`config.mk`:
```
export PLATFORM = sky130hd
export DESIGN_NAME = gated_impulse_counter_core
export DESIGN_NICKNAME = d
export VERILOG_FILES = /design/src/hdl/gic_pkg.sv /design/src/hdl/gic_channel.sv /design/src/hdl/gated_impulse_counter_core.sv
export SDC_FILE = /design/constraint.sdc
export NUM_CORES = 2
export LEC_CHECK = 0
export ABC_AREA = 1
export BUFFER_PORTS_ARGS = -buffer_cell sky130_fd_sc_hd__buf_2
export CORE_ASPECT_RATIO = 1.4
export CORE_MARGIN = 2
export CORE_UTILIZATION = 50
export CTS_CLUSTER_SIZE = 10
export DETAILED_ROUTE_END_ITERATION = 8
export PLACE_DENSITY = 0.66
export SYNTH_ARGS = -nofsm -noshare
export SYNTH_HDL_FRONTEND = slang
export SYNTH_HIERARCHICAL = 1
export SYNTH_SLANG_ARGS = --single-unit
```
`constraint.sdc`:
```
create_clock -name clock -period 6.7 [get_ports clock]
set_input_delay 1.34 -clock clock [delete_from_list [all_inputs] [get_ports clock]]
set_output_delay 1.34 -clock clock [all_outputs]
set_load 0.02 [all_outputs]
```
`src/hdl/gic_pkg.sv`:
```
// ----------------------------------------------------------------------------
// gic_pkg: shared types and constants of the gated impulse counter
// Request codes, register indexes, widths and the per-channel control and
// status bundles.
// ----------------------------------------------------------------------------
package gic_pkg;

   localparam int NUM_CHANNELS = 3;
   localparam int GAP_REGS     = 3;
   localparam int LED_BITS     = 3;

   localparam int TIME_W  = 32;
   localparam int COUNT_W = 64;
   localparam int CH_W    = 2;
   localparam int TYPE_W  = 2;
   localparam int CSR_W   = 3;
   localparam int CSR_DW  = 32;

   localparam logic [TIME_W-1:0] DEFAULT_GAP_US = 32'd50000;
   localparam logic [TIME_W-1:0] LED_PULSE_US   = 32'd100000;

   // request codes
   localparam logic [TYPE_W-1:0] REQ_SAMPLE = 2'd0;
   localparam logic [TYPE_W-1:0] REQ_READ   = 2'd1;
   localparam logic [TYPE_W-1:0] REQ_CLEAR  = 2'd2;

   // register indexes
   localparam logic [CSR_W-1:0] CSR_GAP_CH0   = 3'd0;
   localparam logic [CSR_W-1:0] CSR_GAP_CH1   = 3'd1;
   localparam logic [CSR_W-1:0] CSR_GAP_CH2   = 3'd2;
   localparam logic [CSR_W-1:0] CSR_TRIGGER   = 3'd3;
   localparam logic [CSR_W-1:0] CSR_LED_MASK  = 3'd4;

   typedef struct packed {
      logic              step;       // item leaves the input stage this cycle
      logic              sample_sel; // pin sample addressed to this channel
      logic              clear;      // clear all counts
      logic              level;
      logic              trigger;
      logic [TIME_W-1:0] now;
      logic [TIME_W-1:0] gap;        // raw register, zero means default
      logic              led_en;
   } chan_ctl_type;

   typedef struct packed {
      logic [COUNT_W-1:0] count;     // count after this item
      logic               hit;
      logic               led;       // LED state after this item
   } chan_status_type;

endpackage

```
`src/hdl/gic_channel.sv`:
```
// ----------------------------------------------------------------------------
// gic_channel: state and update logic of one counter channel
// Holds count, last level, change time and reference LED timer; presents the
// post-item state combinationally and commits it when the item steps out.
// ----------------------------------------------------------------------------
module gic_channel
   import gic_pkg::*;
(
   input  logic            clock,
   input  logic            reset,
   input  chan_ctl_type    ctl,
   output chan_status_type status
);

   logic [COUNT_W-1:0] count_ff, count_in;
   logic               level_ff, level_in;
   logic [TIME_W-1:0]  change_ff, change_in;
   logic [TIME_W-1:0]  led_start_ff, led_start_in;
   logic               led_on_ff, led_on_in;

   logic [TIME_W-1:0]  led_age;
   logic [TIME_W-1:0]  since_change;
   logic [TIME_W-1:0]  gap_eff;
   logic               led_alive;
   logic               change;
   logic               hit;

   always_comb begin
      led_age      = ctl.now - led_start_ff;
      since_change = ctl.now - change_ff;
      gap_eff      = (ctl.gap == '0) ? DEFAULT_GAP_US : ctl.gap;
      // expire first, then a new impulse may relight
      led_alive    = led_on_ff && (led_age < LED_PULSE_US);
      change       = ctl.sample_sel && (ctl.level != level_ff);
      hit          = change && (ctl.level == ctl.trigger) && (since_change >= gap_eff);

      count_in     = ctl.clear ? '0 : count_ff + COUNT_W'(hit);
      level_in     = change ? ctl.level : level_ff;
      change_in    = change ? ctl.now : change_ff;
      led_on_in    = (hit && ctl.led_en) ? 1'b1 : led_alive;
      led_start_in = (hit && ctl.led_en) ? ctl.now : led_start_ff;

      status.count = count_in;
      status.hit   = hit;
      status.led   = led_on_in;
   end

   always_ff @(posedge clock) begin
      if (reset) begin
         count_ff     <= '0;
         level_ff     <= 1'b0;
         change_ff    <= '0;
         led_start_ff <= '0;
         led_on_ff    <= 1'b0;
      end else if (ctl.step) begin
         count_ff     <= count_in;
         level_ff     <= level_in;
         change_ff    <= change_in;
         led_start_ff <= led_start_in;
         led_on_ff    <= led_on_in;
      end
   end

endmodule

```
`src/hdl/gated_impulse_counter_core.sv`:
```
// ----------------------------------------------------------------------------
// gated_impulse_counter_core: three-channel impulse counter with minimum gap
// Counts level changes to the trigger level at least a channel's minimum gap
// after its previous change, and pulses its reference LED per count if enabled.
// ----------------------------------------------------------------------------
//
//   channel   ports                                   direction  transfer when
//   -------   -------------------------------------   ---------  -------------------
//   request   req_valid/req_stall, req_type,          in         valid && !stall
//             req_channel, req_pin_level, req_now_us
//   response  rsp_valid/rsp_stall, rsp_count_value,   out        valid && !stall
//             rsp_counted, rsp_channel_ok, rsp_led_lit
//   csr       csr_write_enable, csr_index,            in         write_enable high
//             csr_write_data
//
// One item per clock sustained while rsp_stall stays low. A request is captured
// in the input register, evaluated there against channel state and moved into
// the response register when that register is free; the response is valid once
// it sits in the response register. Channel state commits when the item moves
// into the response register, so the very next item sees it. A response stall
// holds the response register and then the input register; req_stall rises
// only when both are occupied. Synchronous reset clears counts, levels, timers,
// LEDs and loads register defaults.
// ----------------------------------------------------------------------------
module gated_impulse_counter_core
   import gic_pkg::*;
(
   input  logic               clock,
   input  logic               reset,

   input  logic               req_valid,
   output logic               req_stall,
   input  logic [TYPE_W-1:0]  req_type,
   input  logic [CH_W-1:0]    req_channel,
   input  logic               req_pin_level,
   input  logic [TIME_W-1:0]  req_now_us,

   output logic               rsp_valid,
   input  logic               rsp_stall,
   output logic [COUNT_W-1:0] rsp_count_value,
   output logic               rsp_counted,
   output logic               rsp_channel_ok,
   output logic [LED_BITS-1:0] rsp_led_lit,

   input  logic               csr_write_enable,
   input  logic [CSR_W-1:0]   csr_index,
   input  logic [CSR_DW-1:0]  csr_write_data
);

   // configuration registers
   logic [TIME_W-1:0]   gap_ff [GAP_REGS];
   logic                trigger_ff;
   logic [LED_BITS-1:0] led_mask_ff;

   // input stage
   logic               in_valid_ff;
   logic [TYPE_W-1:0]  in_type_ff;
   logic [CH_W-1:0]    in_channel_ff;
   logic               in_level_ff;
   logic [TIME_W-1:0]  in_now_ff;

   // response stage
   logic                rsp_valid_ff;
   logic [COUNT_W-1:0]  rsp_count_ff, rsp_count_in;
   logic                rsp_counted_ff, rsp_counted_in;
   logic                rsp_ok_ff, rsp_ok_in;
   logic [LED_BITS-1:0] rsp_led_ff, rsp_led_in;

   logic advance;   // response register free to take the input stage
   logic step;      // input item moves into the response register
   logic req_take;

   chan_ctl_type    ctl    [NUM_CHANNELS];
   chan_status_type status [NUM_CHANNELS];

   assign advance   = !rsp_valid_ff || !rsp_stall;
   assign step      = in_valid_ff && advance;
   assign req_stall = in_valid_ff && !advance;
   assign req_take  = req_valid && !req_stall;

   // configuration writes; indexes past the list are dropped
   always_ff @(posedge clock) begin
      if (reset) begin
         for (int g = 0; g < GAP_REGS; g++) begin
            gap_ff[g] <= DEFAULT_GAP_US;
         end
         trigger_ff  <= 1'b0;
         led_mask_ff <= '1;
      end else if (csr_write_enable) begin
         unique case (csr_index)
            CSR_GAP_CH0:  gap_ff[0]   <= csr_write_data[TIME_W-1:0];
            CSR_GAP_CH1:  gap_ff[1]   <= csr_write_data[TIME_W-1:0];
            CSR_GAP_CH2:  gap_ff[2]   <= csr_write_data[TIME_W-1:0];
            CSR_TRIGGER:  trigger_ff  <= csr_write_data[0];
            CSR_LED_MASK: led_mask_ff <= csr_write_data[LED_BITS-1:0];
            default: ;
         endcase
      end
   end

   // input register: load on transfer, drain when the item steps out
   always_ff @(posedge clock) begin
      if (reset) begin
         in_valid_ff <= 1'b0;
      end else if (req_take) begin
         in_valid_ff <= 1'b1;
      end else if (step) begin
         in_valid_ff <= 1'b0;
      end
   end

   always_ff @(posedge clock) begin
      if (req_take) begin
         in_type_ff    <= req_type;
         in_channel_ff <= req_channel;
         in_level_ff   <= req_pin_level;
         in_now_ff     <= req_now_us;
      end
   end

   // per-channel control; channels without a gap register use the default,
   // channels without an LED bit never light
   for (genvar c = 0; c < NUM_CHANNELS; c++) begin : g_chan
      logic [TIME_W-1:0] gap_sel;
      logic              led_sel;

      if (c < GAP_REGS) begin : g_gap
         assign gap_sel = gap_ff[c];
      end else begin : g_nogap
         assign gap_sel = '0;
      end

      if (c < LED_BITS) begin : g_led
         assign led_sel = led_mask_ff[c];
      end else begin : g_noled
         assign led_sel = 1'b0;
      end

      always_comb begin
         ctl[c].step       = step;
         ctl[c].sample_sel = (in_type_ff == REQ_SAMPLE) && (int'(in_channel_ff) == c);
         ctl[c].clear      = (in_type_ff == REQ_CLEAR);
         ctl[c].level      = in_level_ff;
         ctl[c].trigger    = trigger_ff;
         ctl[c].now        = in_now_ff;
         ctl[c].gap        = gap_sel;
         ctl[c].led_en     = led_sel;
      end

      gic_channel u_channel (
         .clock  (clock),
         .reset  (reset),
         .ctl    (ctl[c]),
         .status (status[c])
      );
   end

   // assemble the response from the post-item channel state
   always_comb begin
      rsp_ok_in      = int'(in_channel_ff) < NUM_CHANNELS;
      rsp_count_in   = '0;
      rsp_counted_in = 1'b0;
      rsp_led_in     = '0;
      for (int c = 0; c < NUM_CHANNELS; c++) begin
         if (int'(in_channel_ff) == c) begin
            rsp_count_in = status[c].count;
         end
         rsp_counted_in = rsp_counted_in | status[c].hit;
         if (c < LED_BITS) begin
            rsp_led_in[c] = status[c].led;
         end
      end
   end

   always_ff @(posedge clock) begin
      if (reset) begin
         rsp_valid_ff <= 1'b0;
      end else if (advance) begin
         rsp_valid_ff <= in_valid_ff;
      end
   end

   always_ff @(posedge clock) begin
      if (step) begin
         rsp_count_ff   <= rsp_count_in;
         rsp_counted_ff <= rsp_counted_in;
         rsp_ok_ff      <= rsp_ok_in;
         rsp_led_ff     <= rsp_led_in;
      end
   end

   assign rsp_valid       = rsp_valid_ff;
   assign rsp_count_value = rsp_count_ff;
   assign rsp_counted     = rsp_counted_ff;
   assign rsp_channel_ok  = rsp_ok_ff;
   assign rsp_led_lit     = rsp_led_ff;

endmodule

```
==> results.md <==
- Status: finished clean
- Final HPWL DP: 141.6 mm
- CTS tree: done
- I/O Buffers: 147
- DRC errors left: 0
- Final setup violation count: 0
- Final GP Congestion: 1.062
- Register area: 13990 sq um
- Initial DRT Pass Iterations: 6
- CTS buffer count: 73
- Crit Path Category: reg -> reg
- Multi-input logic area: 25070 sq um
- Area grow syn2layout: 10.33%
- Leakage: 22.56 nW
- Critical Path RT: 7120 ps
- Share of cells above drive strength 1: 0.07748
- Grt ovf: 0
- Placed cells: 8172
- Cell Area, Synth: 44440 sq um
- Max-cap check violation count: 0
- Commonest non-fill, non-tap cell in the layout: nand2_1
- Vias per std cell: 5.436
- Final min period: 6282 ps
- Most frequent cells in the layout: nand2_1, inv_1, nor2_1
- Rel. slew slack: 0.2261
- Final ANT Viol Nets: 0
- Setup TNS Final: 0 ps
- Clock latency on the worst-skew pair: 680 ps
- Fin. Hold Viols: 0
- Htree depth: 3
- Core Box Area: 88290 sq um
- Max incr delay on CP: 470 ps
- RSZ-0062 raised after global routing: no
- Worst EP arrival: 6700 ps
- Root buf cell: clkbuf_16
- Peak VDD IR: 0.1996 mV
- Routed wire length: 176.8 mm
- Yosys reg bits: 598
- Post-synth top area share: 0.1784
- Post-synthesis sequential area ratio: 0.3149
- Worst-Margin Slew: 1161 ps
- Initial Util: 0.5034
- Design Power: 9.572 mW
- Fin nets: 7434
- Ys flop type: dfxtp_1
- Largest net degree at the start of global routing: 99
- HP Class: reg -> reg
- Global Route Usage Sum: 0.3809
- Final Max Tran Viols: 0
- Fmax: 159.2 MHz
- Worst-path clk slew: 70 ps
- Buffer depth of the longest clock path: 3
- Vias in the first global route: 43450
- Pre-CTS WS: 252.3 ps
- Slowest-stage cell, CP: edfxtp_1
- Die height: 356.8 um
- Pwr Density: 195.2 nW/um^2
- Critical path capture point type: register
- CP Launch Type: register
- Async S/R FF share, synth: 0
- Final period util: 0.9376
- Via count: 45160
- Post-route worst setup slack: 418.1 ps
- Sink Count: 598
- Yosys warning total: 6
- Gate Count Post-Synth: 6913
- Wire per inst: 21.28 um
- Number of flops mapped to enable cells by yosys: 202
- Distinct cells, synth: 51
- First-pass GRT wire length: 261.0 mm
- Layout Cells excl Fill: 8307
- Average size of a mapped cell: 6.429 sq um
- Die ar.: 91320 sq um
- CP Max Fanout: 8
- Fillcell total: 9264
- Area contributors post-synth: dfxtp_1, nand2_1, edfxtp_1
- Syn nets: 7278
- 1st-iter DRT viols: 3753
- # IOs: 148
- Initial antenna violation count: 13
- Clock Skews: 40.36 ps
- Chip width: 256.0 um
- Row count: 129
- Post-synth top area cell: dfxtp_1
## stage by stage
step                instance area (sq um)  hold slack [ps]  utilization
floorplan                           44440            433.1            -
global placement                    46760            442.6       0.5296
detailed placement                  46760            453.0       0.5296
CTS                                 48980            462.3       0.5548
global route                        49030            475.1       0.5554
finish                              49030            459.7       0.5554
## synthesized netlist by cell type (12+ instances only)
master and count:
nand2_1 1810, inv_1 1213, nor2_1 828, a21oi_1 543, dfxtp_1 396, nand3_1 340, o21ai_0 298, ha_1 285
edfxtp_1 202, nor3_1 138, clkbuf_1 126, nand4_1 123, xor2_1 90, nor4_1 57, xnor2_1 45, inv_2 41
or2_2 36, a211oi_1 33, nand3b_1 30, buf_2 26, nor2_4 25, nor2_2 24, o21ai_1 24, nor3_2 21
o21a_1 18, a31oi_1 12
## flip-flops by register name, indices dropped and copies added, names as in the netlist, 2 cells and up
| name | cells |
|---|---|
| g_chan.u_channel/count_ff | 192 |
| g_chan.u_channel/change_ff | 96 |
| g_chan.u_channel/led_start_ff | 96 |
| gap_ff | 96 |
| rsp_count_value | 64 |
| in_now_ff | 32 |
| g_chan.u_channel/led_on_ff | 3 |
| g_chan.u_channel/level_ff | 3 |
| led_mask_ff | 3 |
| rsp_led_lit | 3 |
| in_channel_ff | 2 |
| in_type_ff | 2 |
## where the power goes
| part | leakage [nW] | switching, mW | internal (mW) |
|---|---|---|---|
| Combinational | 16.3 | 1.15 | 0.548 |
| Sequential | 5.20 | 0.148 | 3.89 |
| Clock | 1.07 | 1.67 | 2.17 |
## layer usage
| layer | GRT usage | vias up | share of wire |
|---|---|---|---|
| li1 | - | 22380 | - |
| met1 | 0.3906 | 20710 | 0.36 |
| met2 | 0.6690 | 1501 | 0.48 |
| met3 | 0.05144 | 574 | 0.050 |
| met4 | 0.3646 | 0 | 0.11 |
| met5 | 0 | - | 0 |
## repair_timing
| action | in CTS | in global routing |
|---|---|---|
| endpoints found under the hold margin | 0 | 0 |
| hold buffers | 0 | 0 |
| buffers inserted | 0 | 1 |
| resized for setup | 0 | 8 |
| setup endpoints to repair | 0 | 49 |
## cell type report
cell class | count | share of cell area
Tap cell | 1179 | 0.03008
Timing Repair Buffer | 251 | 0.03098
Multi-Input combinational cell | 4882 | 0.5112
Clock buffer | 121 | 0.04259
Inverter | 1263 | 0.09684
Clock inverter | 9 | 0.002730
Antenna cell | 4 | 0.0002041
Sequential cell | 598 | 0.2854
## cells by family after synthesis
family	synth area share
xor+xnor	0.02660
flops	0.3149
compound gates	0.1173
fa+ha+maj	0.08159
buf+inv	0.1228
simple gates	0.3368
## worst max-delay path: cells and delay by family (launching register included)
| family | cells | cell delay (ps) |
|---|---|---|
| and+or+nand+nor | 16 | 2200 |
| DFF | 1 | 470 |
| adders and majority gates | 3 | 870 |
| AOI/OAI and AO/OA | 6 | 1190 |
| xor gates and xnor gates | 1 | 150 |
| buffers and inverters | 9 | 1140 |
## path summary, 6_finish.rpt
path | start | endpoint | slack [ps] | depth (start not counted)
worst max-delay path | in_now_ff[2] | rsp_count_value[59] | 420 | 35
worst min-delay path | g_chan[1].u_channel/change_ff[20] | g_chan[1].u_channel/change_ff[20] | 460 | 2
worst max register to register | in_now_ff[2] | rsp_count_value[59] | 420 | 35
worst min register to register | g_chan[1].u_channel/change_ff[20] | g_chan[1].u_channel/change_ff[20] | 460 | 2
Note: power is estimated with default switching activity, not from simulation.
